### config.mk
export PLATFORM = sky130hd
export DESIGN_NAME = sdnv_encoder_unit
export DESIGN_NICKNAME = d
export VERILOG_FILES = /design/src/rtl/sdnv_pkg.sv /design/src/rtl/sdnv_encoder_unit.sv
export SDC_FILE = /design/constraint.sdc
export NUM_CORES = 1
export LEC_CHECK = 0
export BUFFER_PORTS_ARGS = -buffer_cell sky130_fd_sc_hd__buf_4
export CAP_MARGIN = 20
export CORE_ASPECT_RATIO = 1.5
export CORE_MARGIN = 3
export CORE_UTILIZATION = 55
export CTS_BUF_LIST = sky130_fd_sc_hd__clkbuf_16
export DETAILED_ROUTE_END_ITERATION = 16
export PLACE_DENSITY = 0.74
export SYNTH_ARGS = -nofsm -noshare
export SYNTH_HDL_FRONTEND = slang
export SYNTH_SLANG_ARGS = --single-unit
### constraint.sdc
create_clock -name clk_i -period 5.2 [get_ports clk_i]
set_input_delay 0.26 -clock clk_i [delete_from_list [all_inputs] [get_ports clk_i]]
set_output_delay 0.26 -clock clk_i [all_outputs]
set_load 0.02 [all_outputs]
### src/rtl/sdnv_pkg.sv
// shared constants for the sdnv encoder
`timescale 1ns / 1ps
package sdnv_pkg;

  localparam int VALUE_BITS = 64;
  localparam int MAX_BYTES  = 16;
  localparam int GROUP_W    = 7;
  localparam int CNT_W      = $clog2(MAX_BYTES + 1);
  localparam int IDX_W      = $clog2(MAX_BYTES);

  localparam int VALUE_W    = 64;
  localparam int WIDTH_W    = 5;
  localparam int ROOM_W     = 16;
  localparam int BYTE_W     = 8;
  localparam int IN_BITS    = VALUE_W + WIDTH_W + ROOM_W;
  localparam int IN_TDATA_W = ((IN_BITS + 7) / 8) * 8;
  localparam int OUT_BITS   = BYTE_W + 2 + WIDTH_W;
  localparam int OUT_TDATA_W = ((OUT_BITS + 7) / 8) * 8;

  localparam logic [ROOM_W-1:0] MAX_BYTES_ROOM = ROOM_W'(MAX_BYTES);
  localparam logic [BYTE_W-1:0] MORE_BIT       = 8'h80;

endpackage

### src/rtl/sdnv_encoder_unit.sv
// sdnv encoder top level: group splitter and byte emitter under one sequencer
//
//   port group   dir  handshake        payload
//   s_axis       in   tvalid/tready    value, fixed_width, room
//   m_axis       out  tvalid/tready    out_byte, flags, byte_count; tuser byte_valid
//
// one 7-bit shift step per cycle splits the value into groups, low group first,
// until the width cut to the room is reached, or for width 0 until the rest is zero;
// then, while the output is not stalled, one byte per cycle is emitted most significant group first
// zero room skips the split and emits one flag-only result
// rst_ni clears the sequencer and the output valid
// input ready only in idle; a stalled output holds the emitter
`timescale 1ns / 1ps
module sdnv_encoder_unit (
  input  logic                                 clk_i,
  input  logic                                 rst_ni,
  input  logic                                 s_axis_tvalid_i,
  output logic                                 s_axis_tready_o,
  // value[63:0], fixed_width[68:64], room[84:69], zero pad
  input  logic [sdnv_pkg::IN_TDATA_W-1:0]      s_axis_tdata_i,
  output logic                                 m_axis_tvalid_o,
  input  logic                                 m_axis_tready_i,
  // out_byte[7:0], overflow[8], incomplete[9], byte_count[14:10], zero pad
  output logic [sdnv_pkg::OUT_TDATA_W-1:0]     m_axis_tdata_o,
  // byte_valid[0]
  output logic                                 m_axis_tuser_o,
  output logic                                 m_axis_tlast_o
);

  typedef enum logic [2:0] {
    ST_IDLE  = 3'b001,
    ST_SPLIT = 3'b010,
    ST_EMIT  = 3'b100
  } state_e;

  state_e state_q, state_d;

  logic [sdnv_pkg::VALUE_BITS-1:0] res_q, res_d, res_shift;
  logic [sdnv_pkg::CNT_W-1:0]      k_q, k_d, k_inc;
  logic [sdnv_pkg::CNT_W-1:0]      lim_q, lim_d;
  logic [sdnv_pkg::CNT_W-1:0]      cnt_q, cnt_d;
  logic [sdnv_pkg::IDX_W-1:0]      idx_q, idx_d;
  logic                            req0_q, req0_d;
  logic                            cut_q, cut_d;
  logic                            ovf_q, ovf_d;
  logic                            zero_q, zero_d;

  logic [sdnv_pkg::GROUP_W-1:0]    grp_q [sdnv_pkg::MAX_BYTES];
  logic                            grp_we;

  logic                            m_valid_q, m_valid_d;
  logic [sdnv_pkg::BYTE_W-1:0]     m_byte_q, m_byte_d;
  logic                            m_bvalid_q, m_bvalid_d;
  logic                            m_last_q, m_last_d;
  logic                            m_ovf_q, m_ovf_d;
  logic                            m_cut_q, m_cut_d;
  logic [sdnv_pkg::WIDTH_W-1:0]    m_cnt_q, m_cnt_d;

  logic [sdnv_pkg::VALUE_W-1:0]    in_value;
  logic [sdnv_pkg::WIDTH_W-1:0]    in_width;
  logic [sdnv_pkg::ROOM_W-1:0]     in_room;
  logic [sdnv_pkg::ROOM_W-1:0]     width_req, width_lim;
  logic                            in_req0;
  logic                            s_fire, out_free, split_done;

  assign in_value = s_axis_tdata_i[sdnv_pkg::VALUE_W-1:0];
  assign in_width = s_axis_tdata_i[sdnv_pkg::VALUE_W +: sdnv_pkg::WIDTH_W];
  assign in_room  = s_axis_tdata_i[sdnv_pkg::VALUE_W + sdnv_pkg::WIDTH_W +: sdnv_pkg::ROOM_W];

  assign s_axis_tready_o = (state_q == ST_IDLE);
  assign s_fire          = s_axis_tvalid_i && s_axis_tready_o;
  assign out_free        = !m_valid_q || m_axis_tready_i;

  // requested width, saturated, then cut to the room
  assign in_req0   = (in_width == '0);
  assign width_req = (in_req0 || (sdnv_pkg::ROOM_W'(in_width) > sdnv_pkg::MAX_BYTES_ROOM))
                     ? sdnv_pkg::MAX_BYTES_ROOM : sdnv_pkg::ROOM_W'(in_width);
  assign width_lim = (width_req > in_room) ? in_room : width_req;

  // shared shift unit
  assign res_shift  = res_q >> sdnv_pkg::GROUP_W;
  assign k_inc      = k_q + sdnv_pkg::CNT_W'(1);
  assign split_done = (k_inc == lim_q) || (req0_q && (res_shift == '0));
  assign grp_we     = (state_q == ST_SPLIT);

  always_comb begin
    state_d    = state_q;
    res_d      = res_q;
    k_d        = k_q;
    lim_d      = lim_q;
    cnt_d      = cnt_q;
    idx_d      = idx_q;
    req0_d     = req0_q;
    cut_d      = cut_q;
    ovf_d      = ovf_q;
    zero_d     = zero_q;
    m_valid_d  = m_valid_q && !m_axis_tready_i;
    m_byte_d   = m_byte_q;
    m_bvalid_d = m_bvalid_q;
    m_last_d   = m_last_q;
    m_ovf_d    = m_ovf_q;
    m_cut_d    = m_cut_q;
    m_cnt_d    = m_cnt_q;
    case (state_q)
      ST_IDLE: begin
        if (s_fire) begin
          res_d  = in_value[sdnv_pkg::VALUE_BITS-1:0];
          k_d    = '0;
          lim_d  = sdnv_pkg::CNT_W'(width_lim);
          req0_d = in_req0;
          cut_d  = !in_req0 && (width_req > in_room);
          zero_d = (in_room == '0);
          if (in_room == '0) begin
            cut_d   = 1'b1;
            ovf_d   = (in_value[sdnv_pkg::VALUE_BITS-1:0] != '0);
            cnt_d   = '0;
            state_d = ST_EMIT;
          end else begin
            state_d = ST_SPLIT;
          end
        end
      end
      ST_SPLIT: begin
        res_d = res_shift;
        k_d   = k_inc;
        if (split_done) begin
          ovf_d   = (res_shift != '0);
          cut_d   = req0_q ? (res_shift != '0) : cut_q;
          cnt_d   = k_inc;
          idx_d   = k_q[sdnv_pkg::IDX_W-1:0];
          state_d = ST_EMIT;
        end
      end
      ST_EMIT: begin
        if (out_free) begin
          m_valid_d = 1'b1;
          m_ovf_d   = ovf_q;
          m_cut_d   = cut_q;
          m_cnt_d   = sdnv_pkg::WIDTH_W'(cnt_q);
          if (zero_q) begin
            m_byte_d   = '0;
            m_bvalid_d = 1'b0;
            m_last_d   = 1'b1;
            state_d    = ST_IDLE;
          end else begin
            m_byte_d   = {(idx_q != '0), grp_q[idx_q]};
            m_bvalid_d = 1'b1;
            m_last_d   = (idx_q == '0);
            if (idx_q == '0) begin
              state_d = ST_IDLE;
            end else begin
              idx_d = idx_q - sdnv_pkg::IDX_W'(1);
            end
          end
        end
      end
      default: begin
        state_d = ST_IDLE;
      end
    endcase
  end

  always_ff @(posedge clk_i or negedge rst_ni) begin
    if (!rst_ni) begin
      state_q   <= ST_IDLE;
      m_valid_q <= 1'b0;
      k_q       <= '0;
      lim_q     <= '0;
      cnt_q     <= '0;
      idx_q     <= '0;
      req0_q    <= 1'b0;
      cut_q     <= 1'b0;
      ovf_q     <= 1'b0;
      zero_q    <= 1'b0;
    end else begin
      state_q   <= state_d;
      m_valid_q <= m_valid_d;
      k_q       <= k_d;
      lim_q     <= lim_d;
      cnt_q     <= cnt_d;
      idx_q     <= idx_d;
      req0_q    <= req0_d;
      cut_q     <= cut_d;
      ovf_q     <= ovf_d;
      zero_q    <= zero_d;
    end
  end

  always_ff @(posedge clk_i) begin
    res_q      <= res_d;
    m_byte_q   <= m_byte_d;
    m_bvalid_q <= m_bvalid_d;
    m_last_q   <= m_last_d;
    m_ovf_q    <= m_ovf_d;
    m_cut_q    <= m_cut_d;
    m_cnt_q    <= m_cnt_d;
  end

  // group store, low group at entry 0
  always_ff @(posedge clk_i) begin
    if (grp_we) begin
      grp_q[k_q[sdnv_pkg::IDX_W-1:0]] <= res_q[sdnv_pkg::GROUP_W-1:0];
    end
  end

  assign m_axis_tvalid_o = m_valid_q;
  assign m_axis_tuser_o  = m_bvalid_q;
  assign m_axis_tlast_o  = m_last_q;
  assign m_axis_tdata_o  = sdnv_pkg::OUT_TDATA_W'({m_cnt_q, m_cut_q, m_ovf_q, m_byte_q});

  // split never runs past the limit
  assert property (@(posedge clk_i) disable iff (!rst_ni)
    (state_q == ST_SPLIT) |-> (k_q < lim_q))
    else $error("split index beyond width limit");

  // emit index stays inside the written groups
  assert property (@(posedge clk_i) disable iff (!rst_ni)
    (state_q == ST_EMIT && !zero_q) |-> (sdnv_pkg::CNT_W'(idx_q) < cnt_q))
    else $error("emit index beyond byte count");

  // flag-only result has no bytes
  assert property (@(posedge clk_i) disable iff (!rst_ni)
    (m_axis_tvalid_o && !m_axis_tuser_o) |-> (m_axis_tlast_o && m_cnt_q == '0))
    else $error("flag-only result malformed");

  // continuation bit clear exactly on the final byte
  assert property (@(posedge clk_i) disable iff (!rst_ni)
    (m_axis_tvalid_o && m_axis_tuser_o) |-> (m_byte_q[7] == !m_axis_tlast_o))
    else $error("continuation bit mismatch");

  // the split sets up a fresh emit run
  assert property (@(posedge clk_i) disable iff (!rst_ni)
    (state_q == ST_SPLIT && split_done) |=> (state_q == ST_EMIT && cnt_q != '0))
    else $error("split did not hand over to emit");

endmodule
==> metrics, run 1 <==
status=complete, no violations; Die Span Y=around 170 um; Pwr Density=472 mW/mm2; flop2flop setup slack=2.27 ns; CP Depth=5; Top FF cell, synth=edfxtp_1; Clk pin slew, worst setup/hold paths=0.07 ns; initial antenna violation count=0; clock buffer depth=3; # resized after CTS=0; DP Wirelength=14000 um; clock net sink count=between 200 and 250; kind of critical path=reg2reg; Ant. Diodes=0; RSZ-0062 raised after global routing=false; syn avg cell area=13.8 um2; DRC Markers=0; 1st-pass router iterations=5; Reg2Reg Depth=5; gr usage total=0.215; area grow syn2layout=17.3%; io pins=112; layout cells sized above 1=0.241; largest net degree at the start of global routing=78; Worst path max stage delay=0.59 ns; Final Hold Viols=0; # port buffers=107; gp weighted congestion=0.870; DR vias/cell=roughly 5.8; Distinct cells, synth=between 40 and 50; fill cell count=1213; HP Class=in2reg; top cells by area, synth=edfxtp_1 (61%), mux4_2 (8.3%), nand2_1 (7.6%), dfrtp_1 (6.8%), nor4_1 (2.0%); die width=114 um; endpoint type of the worst setup path=flop; total of max-cap violations=0; sequential share of power=0.515; Post-CTS Setup Repair Bufs=0; Final period util=0.563; WL final=between 20000 and 25000 um; post-route ant nets=0; final net count=900; slowest CP cell=buf_4; normalized max-slew margin=0.405; Leakage=approximately 0.0042 uW; Clock Skews=0.0166 ns; Post-synth EDFFs=approximately 190; Comb power frac=0.210; asr flop ratio synth=0.123; cells along the critical path=nor3b_2 -> buf_4 -> nor2_1 -> inv_2 -> buf_4; Worst R2R Start=state_q[2]$_DFFE_PN0P_; Synth Register Bits=220; Fin Setup TNS=0 ns; CTS tree=done; worst hold slack=0.0470 ns; grt ovf=0; CP top delay family=buffers and inverters; row cnt=58; Synthesized Nets=796; Critical Path RT=5.34 ns; setup violators final=0; Cell Area, Synth=0.00955 mm2; Starting Density=0.565; total vias in the final route=about 6000; Switching Fraction=0.293; core area=between 0.015 and 0.02 mm2; P_int=between 3000 and 4000 uW; Synth area leader=edfxtp_1; synth warn=0; measured slew at the worst slew-check pin=just under 0.9 ns; Worst EP arrival=3.07 ns; Crit. Startpoint=state_q[2]$_DFFE_PN0P_; power share of the clock group=0.274; CTS Buf Count=20; Mapped Cells=692; number of max-slew violations in the final report=0; Hold-fix buffers, CTS=1; most frequent cells in the layout=nand2_1 (193), edfxtp_1 (193), buf_4 (112); Root Buffer=clkbuf_16; CP Buf/Inv Count=3; wire length per cell=19.9 um; Storage cell area=0.00647 mm2; sequential area share after synthesis=0.678; CP endpoint=res_q[43]$_DFFE_PP_; worst-skew pair later-pin latency=0.49 ns; multi-input logic area=0.00289 mm2; r2r endpoint=res_q[43]$_DFFE_PP_; crit path max fanout=77; DIE AREA=0.0190 mm2; total net switching power=1550 uW; fmax=342 MHz; initial DRC count=387; vias in the first global route=6049; VDD IR-drop max=0.297 mV; first-pass GRT wire length=31800 um; post-synth top area share=0.607; startpoint types=flop; CTS H-tree depth=1; minimum clock period=2.93 ns; most used cell, CP=buf_4
-- flip-flops by register name, summed over array words and instances (netlist names) --
signal / count
m_byte_q: 8
m_axis_tuser_o: 1
zero_q: 1
cnt_q: 5
grp_q: 112
k_q: 5
m_cnt_q: 5
m_cut_q: 1
req0_q: 1
cut_q: 1
m_axis_tlast_o: 1
m_axis_tvalid_o: 1
idx_q: 4
lim_q: 5
res_q: 64
m_ovf_q: 1
ovf_q: 1
state_q: 3
-- power by group through the flow --
stage / clock [uW] / combinational [uW] / sequential (uW)
detailed placement: 0 / 1110 / 2760
finish: 1450 / 1110 / 2730
floorplan: 0 / 828 / 2640
global route: 1550 / 1220 / 2770
CTS: 1480 / 1120 / 2730
global placement: 0 / 1070 / 2730
-- logic make-up (layout without fill, tap and decap cells) --
kind of cell | Yosys count | in the layout | share of synthesized area
simple gates | 319 | 319 | 0.156
flops | 220 | 220 | 0.678
buf+inv | 49 | 167 | 0.0212
compound gates | 42 | 42 | 0.0297
mux | 40 | 40 | 0.0878
fa+ha+maj | 12 | 12 | 0.0157
xor+xnor | 9 | 9 | 0.0113
other cells | 1 | 1 | 0.000393
-- layer usage --
metal  wire [um]  global-route usage  vias up  part of all wire
met5           0                   0        -                 0
li1            -                   -     2750                 -
met4         616              0.0826        0             0.030
met1        7600               0.267     2899              0.37
met2       11000               0.381      227              0.54
met3        1050              0.0268       39             0.052
-- tightest hold or removal path: cells and delay by family --
family	cells	cell delay [ns]
buf+inv	1	0.10
simple gates	1	0.07
compound gates	1	0.06
-- stage by stage --
step           instances  power (uW)  utilization  area (um2)  setup slack [ns]
6_report            1020        5290        0.663       11200              2.27
5_1_grt             1020        5550        0.663       11200              2.06
4_1_cts             1019        5320        0.662       11200              2.24
3_5_place_dp         982        3870        0.622       10500              1.97
3_3_place_gp         982        3800        0.622       10500              2.05
2_1_floorplan        692        3470            -        9550              2.24
-- cell type report --
type / instances / share of cell area
Multi-Input combinational cell: 423 / 0.257
Clock buffer: 20 / 0.0446
Timing Repair Buffer: 114 / 0.0777
Inverter: 17 / 0.00569
Tap cell: 210 / 0.0234
Clock inverter: 16 / 0.0137
Sequential cell: 220 / 0.577
-- Yosys cell counts, drive strengths merged (4+ instances only) --
master  count
a21oi       8
a22o        5
and2       21
buf         9
clkbuf     23
dfrtp      26
edfxtp    193
ha         12
inv        17
mux2i       5
mux4       35
nand2     194
nand3       6
nand4       6
nor2       20
nor2b      12
nor3       10
nor3b       4
nor4       32
o21ai      19
xnor2       5
-- worst min-delay path by stage --
stage                       start                         to  slack (ns)  cells past startpoint
2_1_floorplan              rst_ni       cnt_q[0]$_DFFE_PN0P_       -0.04                      0
3_3_place_gp               rst_ni  m_axis_tvalid_o$_DFF_PN0_        0.19                      1
3_5_place_dp               rst_ni       cnt_q[2]$_DFFE_PN0P_        0.20                      1
4_1_cts        s_axis_tdata_i[42]        res_q[42]$_DFFE_PP_        0.03                      3
5_1_grt        s_axis_tdata_i[36]        res_q[36]$_DFFE_PP_        0.03                      3
6_report       s_axis_tdata_i[69]       lim_q[0]$_DFFE_PN0P_        0.05                      3
Power figures use the tool's default switching activity.
==> inputs of run 2 (changes only) <==
Settings changed: CORE_UTILIZATION 55 to 53.
Clock period 5.2 ns to 2.5 ns, I/O delays scaled along.
==> metrics, run 2 (same netlist as run 1, synthesis figures left out) <==
wire length per cell=20.9 um; total vias in the final route=6367; fmax=423 MHz; Worst R2R Start=k_q[1]$_DFFE_PN0P_; status=complete, no violations; die width=116 um; final net count=a little under 1000; total power=11300 uW; CTS tree=done; VDD IR-drop max=0.661 mV; setup violators final=0; HP Class=in2reg; 1st-pass router iterations=5; sequential share of power=0.504; initial DRC count=between 400 and 500; Pwr Density=934 mW/mm2; Root Buffer=clkbuf_16; largest net degree at the start of global routing=69; measured slew at the worst slew-check pin=0.718 ns; Storage cell area=0.00647 mm2; Ant. Diodes=0; post-route ant nets=0; Comb power frac=0.226; layout cells sized above 1=0.235; kind of critical path=reg2reg; Crit. Startpoint=k_q[1]$_DFFE_PN0P_; fill cell count=between 1000 and 1500; r2r endpoint=ovf_q$_DFFE_PN0P_; Reg2Reg Depth=8; P_int=7990 uW; io pins=about 110; # port buffers=107; crit path max fanout=9; most frequent cells in the layout=nand2_1 (193), edfxtp_1 (193), buf_4 (121); minimum clock period=2.36 ns; CTS H-tree depth=1; CTS Buf Count=21; total net switching power=3300 uW; number of max-slew violations in the final report=0; DR vias/cell=5.76; worst-skew pair later-pin latency=0.49 ns; DP Wirelength=14500 um; Die Span Y=170 um; WL final=23100 um; clock buffer depth=3; grt ovf=0; DIE AREA=0.0197 mm2; Starting Density=0.546; startpoint types=flop; gp weighted congestion=0.887; row cnt=59; first-pass GRT wire length=35600 um; Critical Path RT=~2.9 ns; Leakage=0.00462 uW; normalized max-slew margin=0.517; Worst EP arrival=2.78 ns; Switching Fraction=0.292; core area=0.0175 mm2; Final Hold Viols=0; area grow syn2layout=26.4%; max reg flops=112; DRC Markers=0; Clock Skews=0.0117 ns; total of max-cap violations=0; endpoint type of the worst setup path=flop; power share of the clock group=0.270; Final period util=0.946; CP endpoint=ovf_q$_DFFE_PN0P_; gr usage total=0.236; clock net sink count=220; Clk pin slew, worst setup/hold paths=0.06 ns; worst hold slack=0.0384 ns; vias in the first global route=6721; initial antenna violation count=0; multi-input logic area=0.00292 mm2; Post-CTS Setup Repair Bufs=0; flop2flop setup slack=0.14 ns
[run 2: cell count changes in the layout (fill, tap and decap cells not counted), moves of 2 or more]
| cell | previous run | this run |
|---|---|---|
| clkinv_1 | 2 | 4 |
| dlygate4sd3_1 | 1 | 70 |
| buf_12 | 1 | 4 |
| buf_4 | 112 | 121 |
| inv_1 | 16 | 19 |
| ha_1 | 12 | 10 |
[run 2: worst min-delay path by stage]
stage | startpoint | end | depth (start not counted)
after floorplan | rst_ni | cnt_q[0]$_DFFE_PN0P_ | 0
after global placement | rst_ni | m_axis_tvalid_o$_DFF_PN0_ | 1
after detailed placement | rst_ni | m_axis_tvalid_o$_DFF_PN0_ | 1
after CTS | s_axis_tdata_i[68] | lim_q[3]$_DFFE_PN0P_ | 4
after global routing | s_axis_tdata_i[68] | lim_q[3]$_DFFE_PN0P_ | 4
final | s_axis_tdata_i[68] | lim_q[3]$_DFFE_PN0P_ | 4
[run 2: layout make-up]
type,count,area share
clock inverter,17,0.0110
tap,213,0.0221
sequential,220,0.536
clock buffer,21,0.0435
timing repair buffer,195,0.140
multi-input combinational,423,0.242
inverter,17,0.00560
[run 2: timing repair]
item	4_1_cts	5_1_grt
endpoints found under the setup margin	0	10
hold buffers	70	0
endpoints found under the hold margin	96	0
gates resized for setup	0	2
[run 2: power groups by stage]
stage                     clock network (uW)  registers (uW)  logic (uW)
final                                   3050            5680        2550
after global routing                    3220            5760        2790
after global placement                     0            5700        2360
after floorplan                            0            5490        1740
after detailed placement                   0            5750        2440
after CTS                               3090            5680        2540
[run 2: through the flow]
stage | util | setup TNS [ns] | setup WS (ns) | instances | area, um2
finish | 0.690 | 0 | 0.136 | 1106 | 12100
global route | 0.690 | -0.0719 | -0.0248 | 1106 | 12100
CTS | 0.690 | 0 | 0.0188 | 1106 | 12100
detailed placement | 0.612 | -0.884 | -0.223 | 998 | 10700
global placement | 0.612 | -0.543 | -0.162 | 998 | 10700
floorplan | - | -0.164 | -0.164 | 692 | 9580
[run 2: per-layer routing]
layer	part of all wire	GRT usage	vias up
met3	0.058	0.0363	72
li1	-	-	2908
met2	0.54	0.428	275
met1	0.36	0.276	3112
met5	0	0	-
met4	0.043	0.0984	0
[run 2: worst max-delay path: stages, from the launching register on]
cell,delay [ns]
dfrtp_1,0.43
inv_1,0.11
ha_1,0.38
xor2_1,0.18
nor3_1,0.07
a31oi_1,0.21
a21boi_4,0.35
nand2b_1,0.33
mux2i_1,0.23
